File: config.mk
export PLATFORM = sky130hd
export DESIGN_NAME = char_deque_with_search_unit_flat
export DESIGN_NICKNAME = d
export VERILOG_FILES = /design/src/design/cdq_pkg.sv /design/src/design/cdq_if.sv /design/src/design/cdq_fifo.sv /design/src/design/cdq_front.sv /design/src/design/cdq_back.sv /design/src/design/char_deque_with_search_unit.sv /design/src/flat_wrapper.sv
export VERILOG_INCLUDE_DIRS = /design/src /design/src/design
export SDC_FILE = /design/constraint.sdc
export NUM_CORES = 1
export LEC_CHECK = 0
export BUFFER_PORTS_ARGS = -buffer_cell sky130_fd_sc_hd__buf_4
export CAP_MARGIN = 20
export CORE_UTILIZATION = 62
export DETAILED_ROUTE_END_ITERATION = 6
export GPL_TIMING_DRIVEN = 0
export HOLD_SLACK_MARGIN = 0.03
export PLACE_DENSITY = 0.91
export SYNTH_ARGS = -nofsm -noshare
export SYNTH_HDL_FRONTEND = slang
export SYNTH_HIERARCHICAL = 1
export SYNTH_SLANG_ARGS = --single-unit
File: constraint.sdc
create_clock -name clk_i -period 3.8 [get_ports clk_i]
set_input_delay 0.76 -clock clk_i [delete_from_list [all_inputs] [get_ports clk_i]]
set_output_delay 0.76 -clock clk_i [all_outputs]
set_load 0.02 [all_outputs]
File: src/design/char_deque_with_search_unit_macros.svh
// Assertion macros shared by the deque RTL.
// Expects clk_i and rst_ni in the scope of each use.
`ifndef CHAR_DEQUE_WITH_SEARCH_UNIT_MACROS_SVH
`define CHAR_DEQUE_WITH_SEARCH_UNIT_MACROS_SVH

// Check a property at every rising clock edge outside reset.
`define CDQ_ASSERT(label, prop, msg) \
  label: assert property (@(posedge clk_i) disable iff (!rst_ni) (prop)) else $error(msg);

// Check that a condition never holds outside reset.
`define CDQ_NEVER(label, cond, msg) \
  label: assert property (@(posedge clk_i) disable iff (!rst_ni) !(cond)) else $error(msg);

`endif

File: src/design/cdq_pkg.sv
// Shared types and constants of the byte deque with search.
// No dependencies; used by the interfaces and every module.
package cdq_pkg;

  // Operation codes on the request channel
  localparam logic [2:0] OP_PUSH_FRONT = 3'd0;
  localparam logic [2:0] OP_PUSH_BACK  = 3'd1;
  localparam logic [2:0] OP_POP_FRONT  = 3'd2;
  localparam logic [2:0] OP_POP_BACK   = 3'd3;
  localparam logic [2:0] OP_FIND       = 3'd4;
  localparam logic [2:0] OP_CLEAR      = 3'd5;

  // Status codes on the response channel
  localparam logic [1:0] ST_OK    = 2'd0;
  localparam logic [1:0] ST_FULL  = 2'd1;
  localparam logic [1:0] ST_EMPTY = 2'd2;

  // Entries in the command queue between front and back
  localparam int unsigned CmdQueueDepth = 2;

  typedef enum logic [2:0] {
    CMD_PUSH_FRONT,
    CMD_PUSH_BACK,
    CMD_POP_FRONT,
    CMD_POP_BACK,
    CMD_FIND,
    CMD_CLEAR,
    CMD_NOP
  } cmd_kind_e;

  typedef struct packed {
    cmd_kind_e  kind;
    logic [7:0] data;
  } cmd_t;

  typedef struct packed {
    logic [7:0] byte_out;
    logic       found;
    logic [3:0] position;
    logic [4:0] occupancy;
    logic [1:0] status;
  } rsp_t;

endpackage

File: src/design/cdq_if.sv
// Request and response channel interfaces of the byte deque.
// Depends on cdq_pkg.
interface cdq_req_if;
  import cdq_pkg::*;
  logic       valid;
  logic       ready;
  logic [2:0] operation;
  logic [7:0] byte_in;

  modport source (output valid, operation, byte_in, input ready);
  modport sink (input valid, operation, byte_in, output ready);
endinterface

interface cdq_rsp_if;
  import cdq_pkg::*;
  logic       valid;
  logic       ready;
  logic [7:0] byte_out;
  logic       found;
  logic [3:0] position;
  logic [4:0] occupancy;
  logic [1:0] status;

  modport source (output valid, byte_out, found, position, occupancy, status, input ready);
  modport sink (input valid, byte_out, found, position, occupancy, status, output ready);
endinterface

File: src/design/cdq_fifo.sv
// Short command queue between the decode front and the execution back.
// Depends on cdq_pkg.
module cdq_fifo (
  input  logic          clk_i,
  input  logic          rst_ni,
  input  logic          push_valid_i,
  output logic          push_ready_o,
  input  cdq_pkg::cmd_t push_data_i,
  output logic          pop_valid_o,
  input  logic          pop_ready_i,
  output cdq_pkg::cmd_t pop_data_o
);
  import cdq_pkg::*;

  localparam int unsigned PW   = (CmdQueueDepth > 1) ? $clog2(CmdQueueDepth) : 1;
  localparam int unsigned CntW = $clog2(CmdQueueDepth + 1);

  cmd_t            slot_q [CmdQueueDepth];
  logic [PW-1:0]   wr_ptr_q, wr_ptr_d;
  logic [PW-1:0]   rd_ptr_q, rd_ptr_d;
  logic [CntW-1:0] fill_q, fill_d;
  logic            push, pop;

  assign push_ready_o = (fill_q != CntW'(CmdQueueDepth));
  assign pop_valid_o  = (fill_q != '0);
  assign pop_data_o   = slot_q[rd_ptr_q];
  assign push         = push_valid_i && push_ready_o;
  assign pop          = pop_valid_o && pop_ready_i;

  always_comb begin
    wr_ptr_d = wr_ptr_q;
    rd_ptr_d = rd_ptr_q;
    if (push) begin
      wr_ptr_d = (wr_ptr_q == PW'(CmdQueueDepth - 1)) ? '0 : wr_ptr_q + 1'b1;
    end
    if (pop) begin
      rd_ptr_d = (rd_ptr_q == PW'(CmdQueueDepth - 1)) ? '0 : rd_ptr_q + 1'b1;
    end
    fill_d = fill_q + CntW'(push) - CntW'(pop);
  end

  always_ff @(posedge clk_i or negedge rst_ni) begin
    if (!rst_ni) begin
      wr_ptr_q <= '0;
      rd_ptr_q <= '0;
      fill_q   <= '0;
    end else begin
      wr_ptr_q <= wr_ptr_d;
      rd_ptr_q <= rd_ptr_d;
      fill_q   <= fill_d;
    end
  end

  always_ff @(posedge clk_i) begin
    if (push) begin
      slot_q[wr_ptr_q] <= push_data_i;
    end
  end

endmodule

File: src/design/cdq_front.sv
// Request front end: accepts transactions and classifies the operation code.
// Depends on cdq_pkg and cdq_req_if.
module cdq_front (
  cdq_req_if.sink       req_i,
  output logic          cmd_valid_o,
  input  logic          cmd_ready_i,
  output cdq_pkg::cmd_t cmd_o
);
  import cdq_pkg::*;

  assign req_i.ready = cmd_ready_i;
  assign cmd_valid_o = req_i.valid;

  // Map spare operation codes onto a no-op
  always_comb begin
    cmd_o.data = req_i.byte_in;
    unique case (req_i.operation)
      OP_PUSH_FRONT: cmd_o.kind = CMD_PUSH_FRONT;
      OP_PUSH_BACK:  cmd_o.kind = CMD_PUSH_BACK;
      OP_POP_FRONT:  cmd_o.kind = CMD_POP_FRONT;
      OP_POP_BACK:   cmd_o.kind = CMD_POP_BACK;
      OP_FIND:       cmd_o.kind = CMD_FIND;
      OP_CLEAR:      cmd_o.kind = CMD_CLEAR;
      default:       cmd_o.kind = CMD_NOP;
    endcase
  end

endmodule

File: src/design/cdq_back.sv
// Execution back end: ring store, front slot, count, search sequencer and
// the response register. Depends on cdq_pkg, cdq_rsp_if and the macros header.
`include "char_deque_with_search_unit_macros.svh"

module cdq_back #(
  parameter int unsigned DEPTH = 16
) (
  input  logic          clk_i,
  input  logic          rst_ni,
  input  logic          cmd_valid_i,
  output logic          cmd_ready_o,
  input  cdq_pkg::cmd_t cmd_i,
  cdq_rsp_if.source     rsp_o
);
  import cdq_pkg::*;

  localparam int unsigned AW = $clog2(DEPTH);
  localparam int unsigned CW = $clog2(DEPTH + 1);
  localparam int unsigned SW = CW + 1;

  typedef enum logic [2:0] {
    S_IDLE,
    S_POP_DATA,
    S_FIND_ISSUE,
    S_FIND_CHECK,
    S_FIND_DONE
  } state_e;

  state_e        state_q, state_d;
  logic [AW-1:0] front_q, front_d;
  logic [CW-1:0] count_q, count_d;
  logic [AW-1:0] scan_slot_q, scan_slot_d;
  logic [CW-1:0] scan_idx_q, scan_idx_d;
  logic [7:0]    key_q, key_d;
  logic          hit_q, hit_d;
  logic          rsp_valid_q, rsp_valid_d;
  rsp_t          rsp_q, rsp_d;

  logic [7:0]    store_q [DEPTH];
  logic [7:0]    rdata_q;
  logic          mem_rd, mem_wr;
  logic [AW-1:0] rd_addr, wr_addr;

  logic          out_free, full, empty, reply;
  logic [AW-1:0] back_slot, last_slot;
  logic [SW-1:0] back_sum, last_sum;
  logic [CW+4:0] occ_ext;
  logic [CW+3:0] pos_ext;

  assign out_free = !rsp_valid_q || rsp_o.ready;
  assign full     = (count_q == CW'(DEPTH));
  assign empty    = (count_q == '0);

  // Slot past the last entry and slot of the last entry, wrapped
  assign back_sum  = SW'(front_q) + SW'(count_q);
  assign last_sum  = SW'(front_q) + SW'(count_q) - SW'(1);
  assign back_slot = (back_sum >= SW'(DEPTH)) ? AW'(back_sum - SW'(DEPTH)) : AW'(back_sum);
  assign last_slot = (last_sum >= SW'(DEPTH)) ? AW'(last_sum - SW'(DEPTH)) : AW'(last_sum);

  always_comb begin
    state_d     = state_q;
    front_d     = front_q;
    count_d     = count_q;
    scan_slot_d = scan_slot_q;
    scan_idx_d  = scan_idx_q;
    key_d       = key_q;
    hit_d       = hit_q;
    rsp_valid_d = rsp_valid_q && !rsp_o.ready;
    rsp_d       = rsp_q;
    cmd_ready_o = 1'b0;
    mem_rd      = 1'b0;
    mem_wr      = 1'b0;
    rd_addr     = front_q;
    wr_addr     = back_slot;
    reply       = 1'b0;
    occ_ext     = '0;
    pos_ext     = '0;

    unique case (state_q)
      S_IDLE: begin
        if (cmd_valid_i && out_free) begin
          cmd_ready_o = 1'b1;
          rsp_d       = '0;
          unique case (cmd_i.kind)
            CMD_PUSH_FRONT: begin
              reply = 1'b1;
              if (full) begin
                rsp_d.status = ST_FULL;
              end else begin
                front_d = (front_q == '0) ? AW'(DEPTH - 1) : front_q - 1'b1;
                wr_addr = front_d;
                mem_wr  = 1'b1;
                count_d = count_q + 1'b1;
              end
            end
            CMD_PUSH_BACK: begin
              reply = 1'b1;
              if (full) begin
                rsp_d.status = ST_FULL;
              end else begin
                mem_wr  = 1'b1;
                count_d = count_q + 1'b1;
              end
            end
            CMD_POP_FRONT: begin
              if (empty) begin
                reply        = 1'b1;
                rsp_d.status = ST_EMPTY;
              end else begin
                mem_rd  = 1'b1;
                front_d = (front_q == AW'(DEPTH - 1)) ? '0 : front_q + 1'b1;
                count_d = count_q - 1'b1;
                state_d = S_POP_DATA;
              end
            end
            CMD_POP_BACK: begin
              if (empty) begin
                reply        = 1'b1;
                rsp_d.status = ST_EMPTY;
              end else begin
                mem_rd  = 1'b1;
                rd_addr = last_slot;
                count_d = count_q - 1'b1;
                state_d = S_POP_DATA;
              end
            end
            CMD_FIND: begin
              key_d       = cmd_i.data;
              hit_d       = 1'b0;
              scan_idx_d  = '0;
              scan_slot_d = front_q;
              state_d     = S_FIND_ISSUE;
            end
            CMD_CLEAR: begin
              reply   = 1'b1;
              front_d = '0;
              count_d = '0;
            end
            CMD_NOP: begin
              reply = 1'b1;
            end
          endcase
        end
      end
      S_POP_DATA: begin
        if (out_free) begin
          reply          = 1'b1;
          rsp_d          = '0;
          rsp_d.byte_out = rdata_q;
          state_d        = S_IDLE;
        end
      end
      S_FIND_ISSUE: begin
        if (scan_idx_q == count_q) begin
          state_d = S_FIND_DONE;
        end else begin
          mem_rd  = 1'b1;
          rd_addr = scan_slot_q;
          state_d = S_FIND_CHECK;
        end
      end
      S_FIND_CHECK: begin
        if (rdata_q == key_q) begin
          hit_d   = 1'b1;
          state_d = S_FIND_DONE;
        end else begin
          scan_idx_d  = scan_idx_q + 1'b1;
          scan_slot_d = (scan_slot_q == AW'(DEPTH - 1)) ? '0 : scan_slot_q + 1'b1;
          state_d     = S_FIND_ISSUE;
        end
      end
      S_FIND_DONE: begin
        if (out_free) begin
          reply       = 1'b1;
          pos_ext     = {4'b0, scan_idx_q};
          rsp_d       = '0;
          rsp_d.found = hit_q;
          // Position field keeps the low bits of the match index
          rsp_d.position = hit_q ? pos_ext[3:0] : 4'b0;
          state_d     = S_IDLE;
        end
      end
      default: begin
        state_d = S_IDLE;
      end
    endcase

    if (reply) begin
      occ_ext         = {5'b0, count_d};
      rsp_valid_d     = 1'b1;
      rsp_d.occupancy = occ_ext[4:0];
    end
  end

  always_ff @(posedge clk_i or negedge rst_ni) begin
    if (!rst_ni) begin
      state_q     <= S_IDLE;
      front_q     <= '0;
      count_q     <= '0;
      scan_slot_q <= '0;
      scan_idx_q  <= '0;
      key_q       <= '0;
      hit_q       <= 1'b0;
      rsp_valid_q <= 1'b0;
      rsp_q       <= '0;
    end else begin
      state_q     <= state_d;
      front_q     <= front_d;
      count_q     <= count_d;
      scan_slot_q <= scan_slot_d;
      scan_idx_q  <= scan_idx_d;
      key_q       <= key_d;
      hit_q       <= hit_d;
      rsp_valid_q <= rsp_valid_d;
      rsp_q       <= rsp_d;
    end
  end

  always_ff @(posedge clk_i) begin
    if (mem_wr) begin
      store_q[wr_addr] <= cmd_i.data;
    end
    if (mem_rd) begin
      rdata_q <= store_q[rd_addr];
    end
  end

  assign rsp_o.valid     = rsp_valid_q;
  assign rsp_o.byte_out  = rsp_q.byte_out;
  assign rsp_o.found     = rsp_q.found;
  assign rsp_o.position  = rsp_q.position;
  assign rsp_o.occupancy = rsp_q.occupancy;
  assign rsp_o.status    = rsp_q.status;

  `CDQ_NEVER(a_count_bound, count_q > CW'(DEPTH), "count exceeds capacity")
  `CDQ_NEVER(a_mem_port_excl, mem_rd && mem_wr, "store read and write in one cycle")
  `CDQ_ASSERT(a_scan_in_range, state_q == S_FIND_CHECK |-> scan_idx_q < count_q, "scan past the last entry")
  `CDQ_ASSERT(a_issue_to_check, mem_rd && state_q == S_FIND_ISSUE |=> state_q == S_FIND_CHECK, "find read without compare")

endmodule

File: src/design/char_deque_with_search_unit.sv
// Top level of the byte deque with search: front end, command queue, back end.
// Depends on cdq_pkg, cdq_if, cdq_front, cdq_fifo and cdq_back.
//
//   Channel   Dir  Modport              Payload
//   req_i     in   cdq_req_if.sink      operation[2:0], byte_in[7:0]
//   rsp_o     out  cdq_rsp_if.source    byte_out, found, position, occupancy, status
//
// A transaction accepted on req_i passes the command queue registers before the back end.
// Push, clear, spare codes and a pop on an empty store are answered from the idle state;
// a pop of a stored byte first reads the store, then answers with the registered read data.
// A find reads and compares the entries one at a time from the front, since the ring
// store has a single read port; a miss ends after one more check of the entry index.
// Reset clears front slot, count, queue and response register; the store
// needs no clearing since only written entries are ever read.
// A stalled rsp_o holds the back end; the two-entry queue still takes requests.
module char_deque_with_search_unit #(
  parameter int unsigned DEPTH = 16
) (
  input  logic      clk_i,
  input  logic      rst_ni,
  cdq_req_if.sink   req_i,
  cdq_rsp_if.source rsp_o
);
  import cdq_pkg::*;

  // Decoded commands from the front end into the queue
  logic front_valid, front_ready;
  cmd_t front_cmd;

  // Queue output into the back end
  logic back_valid, back_ready;
  cmd_t back_cmd;

  // Classify the operation code; hold req_i while the queue is full
  cdq_front u_front (
    .req_i       (req_i),
    .cmd_valid_o (front_valid),
    .cmd_ready_i (front_ready),
    .cmd_o       (front_cmd)
  );

  // Decouple accept from execution so a long search does not stall req_i at once
  cdq_fifo u_fifo (
    .clk_i        (clk_i),
    .rst_ni       (rst_ni),
    .push_valid_i (front_valid),
    .push_ready_o (front_ready),
    .push_data_i  (front_cmd),
    .pop_valid_o  (back_valid),
    .pop_ready_i  (back_ready),
    .pop_data_o   (back_cmd)
  );

  // Execute one command at a time against the ring store and drive rsp_o
  cdq_back #(
    .DEPTH (DEPTH)
  ) u_back (
    .clk_i       (clk_i),
    .rst_ni      (rst_ni),
    .cmd_valid_i (back_valid),
    .cmd_ready_o (back_ready),
    .cmd_i       (back_cmd),
    .rsp_o       (rsp_o)
  );

endmodule

File: src/flat_wrapper.sv
// flat-port wrapper written by rule: the top's interface ports become plain ports
module char_deque_with_search_unit_flat import cdq_pkg::*;
#(
  parameter int unsigned DEPTH = 16
)
  (clk_i, rst_ni, req_i_valid, req_i_operation, req_i_byte_in, req_i_ready, rsp_o_valid, rsp_o_byte_out, rsp_o_found, rsp_o_position, rsp_o_occupancy, rsp_o_status, rsp_o_ready);
  cdq_req_if req_i_i ();
  cdq_rsp_if rsp_o_i ();
  input  logic clk_i;
  input  logic rst_ni;
  input wire logic [$bits(req_i_i.valid)-1:0] req_i_valid;
  input wire logic [$bits(req_i_i.operation)-1:0] req_i_operation;
  input wire logic [$bits(req_i_i.byte_in)-1:0] req_i_byte_in;
  output wire logic [$bits(req_i_i.ready)-1:0] req_i_ready;
  output wire logic [$bits(rsp_o_i.valid)-1:0] rsp_o_valid;
  output wire logic [$bits(rsp_o_i.byte_out)-1:0] rsp_o_byte_out;
  output wire logic [$bits(rsp_o_i.found)-1:0] rsp_o_found;
  output wire logic [$bits(rsp_o_i.position)-1:0] rsp_o_position;
  output wire logic [$bits(rsp_o_i.occupancy)-1:0] rsp_o_occupancy;
  output wire logic [$bits(rsp_o_i.status)-1:0] rsp_o_status;
  input wire logic [$bits(rsp_o_i.ready)-1:0] rsp_o_ready;
  assign req_i_i.valid = req_i_valid;
  assign req_i_i.operation = req_i_operation;
  assign req_i_i.byte_in = req_i_byte_in;
  assign req_i_ready = req_i_i.ready;
  assign rsp_o_valid = rsp_o_i.valid;
  assign rsp_o_byte_out = rsp_o_i.byte_out;
  assign rsp_o_found = rsp_o_i.found;
  assign rsp_o_position = rsp_o_i.position;
  assign rsp_o_occupancy = rsp_o_i.occupancy;
  assign rsp_o_status = rsp_o_i.status;
  assign rsp_o_i.ready = rsp_o_ready;
  char_deque_with_search_unit #(.DEPTH(DEPTH)) u_core (.clk_i(clk_i), .rst_ni(rst_ni), .req_i(req_i_i), .rsp_o(rsp_o_i));
endmodule
; ---- Yosys cells after proc, flatten, opt, wreduce, memory -nomap -nowiden
; Memories as Yosys holds them, arrays and structs flattened. A register that Yosys moved wholly into a read port is not among the register bits.
; Cells that the tools add are included.
[word_totals]
in_bits = 15
output_inout_bits = 22
memories = 2
register_bits = 55
word_cells = 171
ram_bits = 150
[mem_list]
columns = memory, depth, width, read_ports, rd_ports_with_merged_regs, write_ports, line_no
row1 = u_core.u_back.store_q, 16, 8, 1, 1, 1, cdq_back.sv:39  ; logic [7:0] store_q [DEPTH];
row2 = u_core.u_fifo.slot_q, 2, 11, 1, 0, 1, cdq_fifo.sv:18  ; cmd_t slot_q [CmdQueueDepth];
[classes]
add_sub_neg = 14
mux = 74
reduce_logical = 28
eq_ne = 35
order_cmp = 2
[ops]
columns = operator, n
row1 = 2-to-1 mux 4 bit, 19
row2 = 2-to-1 mux 20 bit, 3
row3 = one-hot mux 20 bit (3 select lines), 1
row4 = 2-to-1 mux 5 bit, 8
row5 = 2-to-1 mux 1 bit, 24
row6 = AND reduction 4 bit, 5
row7 = equality test 3 x 2 -> 1 bit (second input constant), 6
row8 = equality test 3 bit (second input constant), 6
row9 = one-hot mux 3 bit (6 select lines), 1
row10 = != test 2 bit (second input constant), 8
row11 = one-hot mux 4 bit (2 select lines), 2
row12 = 2-to-1 mux 3 bit, 5
row13 = one-hot mux 5 bit (3 select lines), 1
row14 = >= comparator 6 x 5 -> 1 bit (second input constant), 2
row15 = != test 3 bit (second input constant), 4
row16 = one-hot mux 3 bit (4 select lines), 1
row17 = one-hot mux 4 bit (3 select lines), 1
row18 = subtractor 4 x 1 -> 4 bit (second input constant), 3
row19 = adder 5 x 1 -> 5 bit (second input constant), 2
row20 = one-hot mux 5 bit (2 select lines), 1
row21 = equality test 3 x 1 -> 1 bit (second input constant), 3
row22 = logical NOT 3 bit, 3
row23 = adder 4 x 1 -> 4 bit (second input constant), 2
row24 = equality test 4 bit (second input constant), 2
row25 = 27 further kinds, 40

; ---- Longest topological paths before layout
; Gate-level depths: netlist (run 1).
[depth]
depth_word = 8
ltp_mapped = 12
depth_no_buf = 11

; ---- By module
; Netlist (run 1), hierarchy kept.
[modules_own_cells]
columns = mod, instances, area_per_inst_um2, seq_area_each_um2, cells_per_inst
row1 = cdq_back, 1, 8434.3, 5360.1, 723
row2 = cdq_fifo, 1, 991.0, 760.7, 51
row3 = cdq_front, 1, 90.1, 0.0, 13

; ---- Least setup slack after synthesis (run 1)
; OpenSTA, ideal clock, no wires.
[synth_timing]
kind = input to register
from = in rsp_o_ready
to = mem u_core.u_back.store_q[12][0], enable pin
path_buffers = 1
t_required_ns = 3.430
arrival_time_ns = 2.787
setup_slack_ns = 0.643
path_stages = 9
setup_time_ns = 0.370
cell_sequence = nor2b_1 or4_1 buf_2 clkinv_2 nand2_1 nor2_1 o21ai_0 or2_2 nor2_1
[synth_via]
elab_chain_cells = 6
word_cells_on_any_way = 8
cone_classes = mux: 6 / reduce/logical: 2
[synth_lines]
columns = item, line_no
row1 = from (decl), flat_wrapper.sv:21  ; input wire logic [$bits(rsp_o_i.ready)-1:0] rsp_o_ready;
row2 = logical OR 1 bit (*), cdq_back.sv:50  ; assign out_free = !rsp_valid_q || rsp_o.ready;
row3 = logical AND 1 bit (*), cdq_back.sv:81  ; if (cmd_valid_i && out_free) begin
row4 = 2-to-1 mux 1 bit, cdq_back.sv:81
row5 = 2-to-1 mux 1 bit, cdq_back.sv:79  ; unique case (state_q)
row6 = 2-to-1 mux 1 bit, cdq_back.sv:220  ; if (mem_wr) begin
row7 = 2-to-1 mux 1 bit (not written as such), cdq_back.sv:221  ; store_q[wr_addr] <= cmd_i.data;
row8 = to (decl), cdq_back.sv:39
; Every way passes the cells marked *; elsewhere a longest branch is shown, timed or not.

; ---- Worst setup path after layout (run 1)
[layout_timing]
from = reg u_core.u_back.front_q[0]
to = reg u_core.u_back.rdata_q[7], read port of u_core.u_back.store_q, data pin
[layout_via]
elab_chain_cells = 8
word_cells_on_any_way = 10
cone_classes = add/sub: 3 / order compare: 1 / mux: 6
[layout_lines]
columns = item, line_no
row1 = from (decl), cdq_back.sv:30  ; logic [AW-1:0] front_q, front_d;
row2 = from (signal assigned), cdq_back.sv:208  ; front_q <= front_d;
row3 = adder 4 x 5 -> 6 bit, cdq_back.sv:56  ; assign last_sum = SW'(front_q) + SW'(count_q) - SW'(1);
row4 = subtractor 6 x 1 -> 6 bit, cdq_back.sv:56
row5 = >= comparator 6 x 5 -> 1 bit / subtractor 4 x 1 -> 4 bit (equally long branches), cdq_back.sv:58  ; assign last_slot = (last_sum >= SW'(DEPTH)) ? AW'(last_sum - SW'(DEPTH)) : AW'(last_sum);
row6 = 2-to-1 mux 4 bit, cdq_back.sv:58
row7 = 2-to-1 mux 4 bit, cdq_back.sv:117  ; if (empty) begin
row8 = 2-to-1 mux 4 bit, cdq_back.sv:84  ; unique case (cmd_i.kind)
row9 = 2-to-1 mux 4 bit, cdq_back.sv:81
row10 = one-hot mux 4 bit (2 select lines) (*), cdq_back.sv:79
row11 = to (decl), cdq_back.sv:40  ; logic [7:0] rdata_q;
; Marked as above.
; A chain may end at the register's enable or synchronous reset.

==> results of run 1 <==
area by class of cell:
type	instances	area (sq um)
fill	904	4010
tap	184	230
clock inverter	13	113
clock buffer	27	591
inverter	16	61.3
multi-input combinational	509	3140
sequential	213	6120
timing repair buffer	28	210
buffer	49	283
layer usage:
layer	GRT usage (%)	part of all wire, %
met3	3.82	9.5
met4	11.1	3.1
met1	38.9	39
met5	0	0
met2	45.6	49
cells by family (layout without fill, tap and decap cells):
group | after synthesis | in the layout | synth area share [%]
AO/OA/AOI/OAI | 176 | 176 | 12.5
multiplexers | 29 | 29 | 3.20
adder cells (fa/ha/maj) | 14 | 14 | 1.92
XOR/XNOR | 27 | 27 | 2.63
buffers and inverters | 65 | 133 | 3.60
flip-flops | 213 | 213 | 64.3
AND/OR/NAND/NOR | 263 | 263 | 11.9
worst max-delay path by stage:
stage,from,end,slack [ps],cells after the start
after floorplan,rsp_o_ready,u_core/u_back/store_q[12][0],640,9
after global placement,rsp_o_ready,u_core/u_back/rdata_q[4],80,11
after detailed placement,rsp_o_ready,u_core/u_back/rdata_q[0],-30,11
after CTS,u_core/u_fifo/rd_ptr_q,u_core/u_back/store_q[2][6],9,10
after global routing,u_core/u_fifo/rd_ptr_q,u_core/u_back/rdata_q[7],-10,10
final,u_core/u_back/front_q[0],u_core/u_back/rdata_q[7],120,12
synth_stat cells (all sizes together), types with 9 or more instances:
cell type / n / area (sq um)
edfxtp: 158 / 4740
nand2: 155 / 582
a21oi: 63 / 315
dfrtp: 55 / 1380
nor2: 47 / 176
buf: 30 / 210
o21ai: 26 / 130
clkbuf: 19 / 71.3
mux2i: 18 / 180
a221oi: 17 / 155
a32oi: 15 / 131
inv: 15 / 56.3
xor2: 15 / 131
ha: 13 / 163
nand3: 13 / 65.1
nor3: 13 / 65.1
mux2: 11 / 124
xnor2: 11 / 96.3
a22o: 9 / 78.8
state kept, by name, indices dropped and copies added, names as in the netlist, 3 cells and up:
signal                         flops
u_core/u_back/rdata_q              8
u_core/u_back/store_q            128
u_core/u_back/rsp_o.byte_out       8
u_core/u_back/rsp_o.occupancy      5
u_core/u_back/key_q                8
u_core/u_back/count_q              5
u_core/u_back/scan_idx_q           5
u_core/u_fifo/slot_q              22
u_core/u_back/state_q              3
u_core/u_back/rsp_o.position       4
u_core/u_back/front_q              4
u_core/u_back/scan_slot_q          4
power by group:
group | switching (mW) | internal, mW
combinational | 2.90 | 1.45
sequential | 0.263 | 3.14
clock | 0.855 | 1.24
through the flow:
stage | cells | power [mW] | hold slack, ps | setup WS (ps) | util (%)
after detailed placement | 999 | 7.51 | 476 | -26.0 | 67.5
after floorplan | 787 | 6.30 | 442 | 643 | -
after CTS | 1039 | 9.65 | 323 | 8.86 | 72.2
final | 1039 | 9.84 | 299 | 121 | 72.8
after global placement | 998 | 7.32 | 463 | 75.7 | 67.4
after global routing | 1039 | 10.3 | 361 | -13.9 | 72.8
worst register-to-register path: cells and delay by family (launching register included):
kind	cells	cell delay (ps)
fa+ha+maj	3	1100
simple gates	2	640
mux	1	250
buf+inv	3	430
flops	1	510
compound gates	3	490
timing repair:
| item | in CTS | in global routing |
|---|---|---|
| setup buffers | 0 | 0 |
| gates resized for setup | 0 | 26 |
| hold buffers | 0 | 0 |
| endpoints found under the setup margin | 0 | 136 |
| endpoints found under the hold margin | 0 | 0 |
==> results.py, run 1 <==
metrics = {
    "status": {
        "status": "finished clean",
    },
    "critical_path": {
        "crit_path_max_incr_delay_ps": 550,
        "cp_top_family": "adder cells",
        "crit_fanout": 10,
        "r2r-end": "u_core/u_back/rdata_q[7]",
        "arrival_ps": 3920,
        "critical_path_class": "reg2reg",
        "cp-start-kind": "register",
        "critPathCaptureType": "register",
        "reg2regPathDepth": 12,
        "r2r_slack_ps": 120,
        "rr_startpoint": "u_core/u_back/front_q[0]",
        "cp.required_ps": 4040,
        "path_buf_inv": 3,
        "cp_cell_sequence": "ha_1 -> fa_1 -> inv_1 -> ha_1 -> or4_4 -> o211ai_2 -> buf_6 -> buf_12 -> mux2i_1 -> a221oi_1 -> a21oi_1 -> nand2_1",
        "critPathMostFrequentCell": "ha_1",
        "slowest_stage": "fa_1",
    },
    "clocking": {
        "numClockSinks": 213,
        "clockBufferDepth": 3,
        "root_buffer": "clkbuf_16",
        "insertion_delay_ps": 510,
        "cts_buffers": 22,
        "htreeDepth": 1,
        "cts_tree": "done",
        "clkSlewWorstSetupHoldPaths_ps": 60,
    },
    "detailed_routing": {
        "remaining_drc_errors": 0,
        "vias": 6768,
        "finalWirelength_um": 21600,
        "ant_nets": 0,
        "wl_per_cell_um": 20.8,
        "drtIter0Drc": 692,
        "via_per_inst": 6.51,
        "dr.pass1.iters": 5,
    },
    "power": {
        "power.leakage_nw": 4.16,
        "peakVddDrop_v": 0.000620,
        "powerDensity_nw_per_um2": 916,
    },
    "placed_design": {
        "port_buffers": 27,
        "hpwlAfterDp_um": 14100,
        "routabilityCongestion": 0.919,
        "place_area_sq_um": 9960,
    },
    "floorplanning": {
        "num_rows": 44,
        "io-pin-count": 37,
        "initial_utilization_pct": 64.5,
        "core_area_sq_um": 14800,
        "die_y_um": 126,
        "die_w_um": 126,
        "dieArea_sq_um": 15800,
    },
    "timing": {
        "fmax_mhz": 272,
        "setup_tns_ps": 0,
        "clock_skew_ps": 14.7,
        "fin_crit_sh_pct": 96.8,
        "drv_slew": 0,
        "timing.final.crit_period_ps": 3680,
        "hold_violations": 0,
        "relSlewSlack_pct": 34.1,
        "setup_violations": 0,
        "tightest_slew_ps": 981,
    },
    "final_layout": {
        "mostFrequentLayoutCells": "edfxtp_1 (158), nand2_1 (155), a21oi_1 (61)",
        "area_growth_pct": 12.9,
        "fin_nets": 868,
        "stdcell_area_sq_um": 10700,
        "drive_gt1_share_pct": 15.4,
        "final_common_cell": "edfxtp_1",
        "diodes": 0,
    },
    "global_route": {
        "grt_pass1_vias": 6425,
        "grt_overflow": 0,
        "grt_pass1_wl_um": 34100,
        "grt_usage_pct": 28.1,
        "antenna_found_initial": 0,
        "grt_max_degree": 56,
    },
    "yosys": {
        "async_reset_ff_share_pct": 25.8,
        "synth_edf_count": 158,
        "yosysSeqAreaShare_pct": 64.3,
        "ys_warn_count": 6,
        "synth.avg_cell_area_sq_um": 12.1,
        "synthesis.area_sq_um": 9520,
        "synth_ff_type": "edfxtp_1",
        "syn-instance-count": 787,
        "synth_seq_cells": 213,
        "ys_types": 67,
        "syn-num-nets": 816,
    },
    "min_path": {
        "holdCritPathClass": "in2async",
    },
    "run": {
        "cap_violations": 0,
    },
}
Power figures use the tool's default switching activity.
==> inputs of run 2 (changes only) <==
MAX_ROUTING_LAYER = met4   (was not set)
==> run 2 against run 1 <==
  * Final cell count is the same
  * First-iteration DRC count is 11% higher
  * Worst setup slack better by 35 ps
  * Routed wire length decreased by 0.67%
  * Flip-flop and latch count stayed put
  * Maximum frequency is 0.97% higher
  * Largest cell class unchanged
  * Critical path type unchanged
  * Critical endpoint is now u_core/u_back/rdata_q[2]
  * Clock skew is 4.1 ps higher
  * Die area unchanged
  * Combinational power shrank 1%
  * Sequential power about the same
==> results.py, run 2 (same netlist as run 1, synthesis figures left out) <==
metrics = {
    "final_layout": {
        "largest_register_ffs": 128,
        "top_regs": "u_core/u_back/store_q: 128 flops, u_core/u_fifo/slot_q: 22 flops",
        "regMostFlops": "u_core/u_back/store_q",
        "final_common_cell": "edfxtp_1",
        "fin_nets": 868,
        "fillers": 909,
        "area_growth_pct": 12.7,
        "finish.utilization_pct": 72.7,
        "mostFrequentLayoutCells": "edfxtp_1 (158), nand2_1 (155), a21oi_1 (63)",
        "diodes": 0,
        "drive_gt1_share_pct": 15.3,
    },
    "timing": {
        "hold_violations": 0,
        "timing.final.crit_period_ps": 3640,
        "fmax_mhz": 274,
        "clock_skew_ps": 18.8,
        "fin_crit_sh_pct": 95.9,
        "hold_ws_ps": 294,
        "rsz0062_at_grt": "true",
        "drv_slew": 0,
        "setup_violations": 0,
        "worst_slack_ps": 156,
        "relSlewSlack_pct": 33.9,
        "tightest_slew_ps": 984,
    },
    "clocking": {
        "htreeDepth": 1,
        "clockBufferDepth": 3,
        "numClockSinks": 213,
        "root_buffer": "clkbuf_16",
        "cts_buffers": 22,
        "post_cts_buffers": 0,
        "insertion_delay_ps": 510,
        "cts_resized": 0,
        "cts_hold_buf": 0,
        "cts_tree": "done",
        "clkSlewWorstSetupHoldPaths_ps": 60,
    },
    "power": {
        "p_comb_share_pct": 43.9,
        "p_clk_share_pct": 21.4,
        "p_sw_share_pct": 40.5,
        "peakVddDrop_v": 0.000614,
        "p_int_mw": 5.82,
        "powerDensity_nw_per_um2": 913,
        "totalPowerFinal_mw": 9.80,
        "p_switching_mw": 3.97,
        "power.leakage_nw": 4.15,
        "p_seq_share_pct": 34.7,
    },
    "critical_path": {
        "critPathCaptureType": "register",
        "r2r-end": "u_core/u_back/rdata_q[2]",
        "r2r_slack_ps": 160,
        "cp-start-kind": "register",
        "cp.required_ps": 4170,
        "crit_fanout": 10,
        "crit_path_end": "u_core/u_back/rdata_q[2]",
        "reg2regPathDepth": 12,
        "arrival_ps": 4020,
        "critical_path_class": "reg2reg",
        "rr_startpoint": "u_core/u_back/count_q[0]",
        "cp-startpoint": "u_core/u_back/count_q[0]",
    },
    "placed_design": {
        "routabilityCongestion": 0.935,
        "port_buffers": 27,
        "hpwlAfterDp_um": 14100,
        "post-place-ws_ps": -26.0,
    },
    "detailed_routing": {
        "via_per_inst": 6.44,
        "finalWirelength_um": 21500,
        "vias": 6688,
        "drtIter0Drc": 765,
        "ant_nets": 0,
        "dr.pass1.iters": 7,
        "remaining_drc_errors": 0,
        "wl_per_cell_um": 20.7,
    },
    "floorplanning": {
        "core_area_sq_um": 14800,
        "initial_utilization_pct": 64.5,
        "io-pin-count": 37,
        "dieArea_sq_um": 15800,
        "die_y_um": 126,
        "num_rows": 44,
        "die_w_um": 126,
    },
    "global_route": {
        "grt_overflow": 0,
        "grt_pass1_vias": 6428,
        "grt_usage_pct": 29.0,
        "antenna_found_initial": 0,
        "grt_pass1_wl_um": 34200,
        "grt_max_degree": 56,
    },
    "status": {
        "status": "finished clean",
    },
    "run": {
        "cap_violations": 0,
    },
    "min_path": {
        "holdCritPathClass": "in2async",
    },
}
[run 2: cell type report]
class | instances | area, sq um | area share (%)
Sequential cell | 213 | 6120 | 57.1
Inverter | 16 | 61.3 | 0.571
Clock buffer | 27 | 591 | 5.51
Multi-Input combinational cell | 509 | 3120 | 29.1
Tap cell | 184 | 230 | 2.15
Timing Repair Buffer | 28 | 210 | 1.96
Clock inverter | 13 | 113 | 1.05
Buffer | 49 | 284 | 2.65
[run 2: critical path: stages (launching register included)]
cell      delay (ps)
dfrtp_1          490
ha_1             260
fa_1             550
inv_1             60
ha_1             260
or4_4            520
o211ai_2          90
buf_6            200
buf_2            250
nand2_1           80
a221oi_1         500
a21oi_1          150
nand2_1          100
[run 2: layer usage]
layer	global-route usage, %	routed length [um]	vias up
met4	10.9	605	0
met3	3.82	1940	48
li1	-	-	3002
met1	38.9	8330	3281
met5	-	0	-
met2	45.7	10600	357
[run 2: power groups by stage]
stage          registers [mW]  logic (mW)  clock network, mW
4_1_cts                  3.39        4.14               2.12
6_report                 3.40        4.30               2.09
3_5_place_dp             3.43        4.08                  0
3_3_place_gp             3.41        3.90                  0
2_1_floorplan            3.42        2.88                  0
5_1_grt                  3.44        4.65               2.23
[run 2: worst min-delay path by stage]
| stage | from | to | cells after the start | slack, ps |
|---|---|---|---|---|
| floorplan | u_core/u_back/hit_q | u_core/u_back/hit_q | 2 | 440 |
| finish | rst_ni | u_core/u_fifo/fill_q[0] | 1 | 290 |
| CTS | rst_ni | u_core/u_fifo/fill_q[0] | 1 | 320 |
| global placement | u_core/u_back/rsp_o.found | u_core/u_back/rsp_o.found | 1 | 460 |
| global route | rst_ni | u_core/u_back/rsp_o.occupancy[4] | 1 | 350 |
| detailed placement | u_core/u_back/rsp_o.found | u_core/u_back/rsp_o.found | 1 | 480 |
[run 2: through the flow]
stage               instances  cell area, sq um  TNS, ps
floorplan                 787              9520        0
global placement          998              9950        0
detailed placement        999              9960    -45.3
CTS                      1039             10700        0
global route             1039             10700        0
finish                   1039             10700        0
==> inputs of run 3 (changes only) <==
SYNTH_HIERARCHICAL = not set   (was 1)
==> run 3 against run 2 <==
  * Synthesized area is 2.7% higher
  * Non-clock buffer count is 13 lower
  * Flip-flop and latch count stayed put
  * Power is 3.9% higher
  * Sequential power is 2% higher
  * Clock power is 8% higher
  * Global-route usage is 0.65 points lower
  * Die area is 2.7% higher
  * Critical path type unchanged
==> results.py, run 3 <==
metrics = {
    "timing": {
        "setup_tns_ps": 0,
        "hold_violations": 0,
        "drv_slew": 0,
        "fin_crit_sh_pct": 96.1,
        "fmax_mhz": 274,
        "timing.final.crit_period_ps": 3650,
        "clock_skew_ps": 11.1,
        "relSlewSlack_pct": 27.5,
        "tightest_slew_ps": 1080,
        "setup_violations": 0,
        "rsz0062_at_grt": "true",
    },
    "floorplanning": {
        "die_y_um": 128,
        "core_area_sq_um": 15300,
        "io-pin-count": 37,
        "initial_utilization_pct": 63.8,
        "die_w_um": 128,
        "dieArea_sq_um": 16300,
        "num_rows": 45,
    },
    "yosys": {
        "synth_area_leader_cell": "edfxtp_1",
        "ys_warn_count": 0,
        "synth_common_cells": "edfxtp_1 (158), nand2_1 (77), mux2i_1 (70)",
        "synth_seq_cells": 213,
        "synth_top_area_share_pct": 48.5,
        "yosys.area_share.xor_xnor_pct": 2.56,
        "synth.avg_cell_area_sq_um": 13.5,
        "yosys.cell_count.top_type": "edfxtp_1",
        "ys_types": 72,
        "synth_compound_area_share_pct": 9.68,
        "synth_ff_type": "edfxtp_1",
        "synthMuxAreaShare_pct": 9.13,
        "synthesis.area_sq_um": 9780,
        "synthAdderAreaFrac_pct": 1.87,
        "yosysSeqAreaShare_pct": 62.6,
        "synth_edf_count": 158,
        "synth_area_leaders": "edfxtp_1 (49%), dfrtp_1 (14%), mux2i_1 (7.2%)",
        "syn-num-nets": 755,
        "async_reset_ff_share_pct": 25.8,
        "yosys.area_share.simple_pct": 11.2,
        "synth_top_family_by_area": "simple AND/OR/NAND/NOR gates",
        "syn-instance-count": 726,
    },
    "detailed_routing": {
        "vias": 6406,
        "via_per_inst": 6.31,
        "drtIter0Drc": 772,
        "wl_per_cell_um": 20.9,
        "dr.pass1.iters": 6,
        "remaining_drc_errors": 0,
        "finalWirelength_um": 21300,
        "ant_nets": 0,
    },
    "critical_path": {
        "cp-start-kind": "register",
        "cp.required_ps": 4050,
        "rr_startpoint": "u_core.u_back.front_q[0]",
        "arrival_ps": 3900,
        "critical_path_class": "reg2reg",
        "crit_fanout": 10,
        "cp-startpoint": "u_core.u_back.front_q[0]",
        "critPathCaptureType": "register",
    },
    "clocking": {
        "cts_tree": "done",
        "insertion_delay_ps": 500,
        "clockBufferDepth": 3,
        "cts_buffers": 22,
        "root_buffer": "clkbuf_16",
        "htreeDepth": 1,
        "clkSlewWorstSetupHoldPaths_ps": 60,
        "numClockSinks": 213,
    },
    "placed_design": {
        "routabilityCongestion": 0.883,
        "dp.cells": 973,
        "hpwlAfterDp_um": 14200,
        "port_buffers": 36,
    },
    "final_layout": {
        "area_growth_pct": 14.0,
        "diodes": 0,
        "stdcell_count": 1015,
        "top_regs": "u_core.u_back.store_q: 128 flops, u_core.u_fifo.slot_q: 22 flops",
        "final_common_cell": "edfxtp_1",
        "mostFrequentLayoutCells": "edfxtp_1 (158), nand2_1 (77), mux2i_1 (70)",
        "fin_nets": 817,
        "largest_register_ffs": 128,
        "drive_gt1_share_pct": 18.3,
        "regMostFlops": "u_core.u_back.store_q",
    },
    "min_path": {
        "holdCritPathClass": "in2async",
    },
    "power": {
        "p_clk_share_pct": 22.1,
        "p_seq_share_pct": 34.0,
        "powerDensity_nw_per_um2": 913,
        "p_sw_share_pct": 38.6,
        "p_comb_share_pct": 43.9,
        "power.leakage_nw": 4.16,
        "totalPowerFinal_mw": 10.2,
        "peakVddDrop_v": 0.000606,
        "p_int_mw": 6.25,
        "p_switching_mw": 3.93,
    },
    "run": {
        "cap_violations": 0,
    },
    "status": {
        "status": "finished clean",
    },
    "global_route": {
        "grt_usage_pct": 28.3,
        "antenna_found_initial": 0,
        "grt_pass1_vias": 6434,
        "grt_pass1_wl_um": 33700,
        "grt_max_degree": 56,
        "grt_overflow": 0,
    },
}
-- run 3: changes by cell type in the layout (fill, tap and decap cells not counted), sizes merged, moves of 9 or more --
cell	delta
a221oi	-17
a21oi	-42
nand2	-78
a32oi	-14
a22oi	+15
o21ai	+9
xnor2	+10
mux2i	+52
clkbuf	-10
a22o	+10
xor2	-10
-- run 3: power groups by stage --
stage	Sequential [mW]	Clock, mW	Combinational (mW)
global route	3.50	2.36	4.78
floorplan	3.48	0	3.06
CTS	3.45	2.27	4.32
global placement	3.46	0	4.01
finish	3.46	2.25	4.46
detailed placement	3.50	0	4.24
-- run 3: metrics by stage --
stage | util, % | setup WS, ps | hold slack, ps | instance area [sq um]
floorplan | - | 649 | 461 | 9780
global placement | 67.3 | 58.0 | 455 | 10300
detailed placement | 67.3 | -99.4 | 460 | 10300
CTS | 72.4 | 3.34 | 331 | 11100
global route | 72.8 | -22.6 | 358 | 11100
finish | 72.8 | 148 | 304 | 11100
-- run 3: what timing repair did --
| action | 4_1_cts | 5_1_grt |
|---|---|---|
| resized for setup | 1 | 13 |
| buffers inserted | 0 | 1 |
| setup endpoints to repair | 7 | 48 |
| hold buffers | 0 | 0 |
| pin swaps | 0 | 1 |
-- run 3: cell families after synthesis --
family,after synthesis
adders and majority gates,14
DFF,213
and+or+nand+nor,208
buffers and inverters,44
muxes,87
AOI/OAI and AO/OA,133
xor gates and xnor gates,27
-- run 3: routing by layer --
metal  vias up  track usage, %  routed length (um)
met5         -               -                   0
met4         0            11.3                 766
met3        71            5.19                1850
met2       333            45.2               10400
met1      3141            36.2                8220
li1       2861               -                   -
-- run 3: path summary, 6_finish.rpt --
kind	endpoint	slack, ps	depth (start not counted)
max	u_core.u_back.rdata_q[7]	150	10
min	u_core.u_fifo.fill_q[1]	300	1
max reg2reg	u_core.u_back.rdata_q[7]	150	10
min reg2reg	u_core.u_back.rsp_o.occupancy[1]	470	2
max in group asynchronous	u_core.u_back.rsp_o.byte_out[3]	3030	1
min in group clk_i	u_core.u_fifo.slot_q[1][2]	440	1
-- run 3: cell type report --
class	count	area [sq um]
Clock buffer	23	576
Sequential cell	213	6120
Buffer	26	218
Tap cell	211	264
Inverter	18	67.6
Multi-Input combinational cell	469	3420
Timing Repair Buffer	38	283
Fill cell	984	4170
Clock inverter	17	193
-- run 3: worst max-delay path: stages (launching register included) --
cell	delay, ps
dfrtp_1	510
ha_1	300
fa_1	600
inv_1	60
ha_1	280
nor4_1	500
a311oi_2	170
a211oi_4	490
a22oi_1	200
nand2_1	210
nor3_2	80
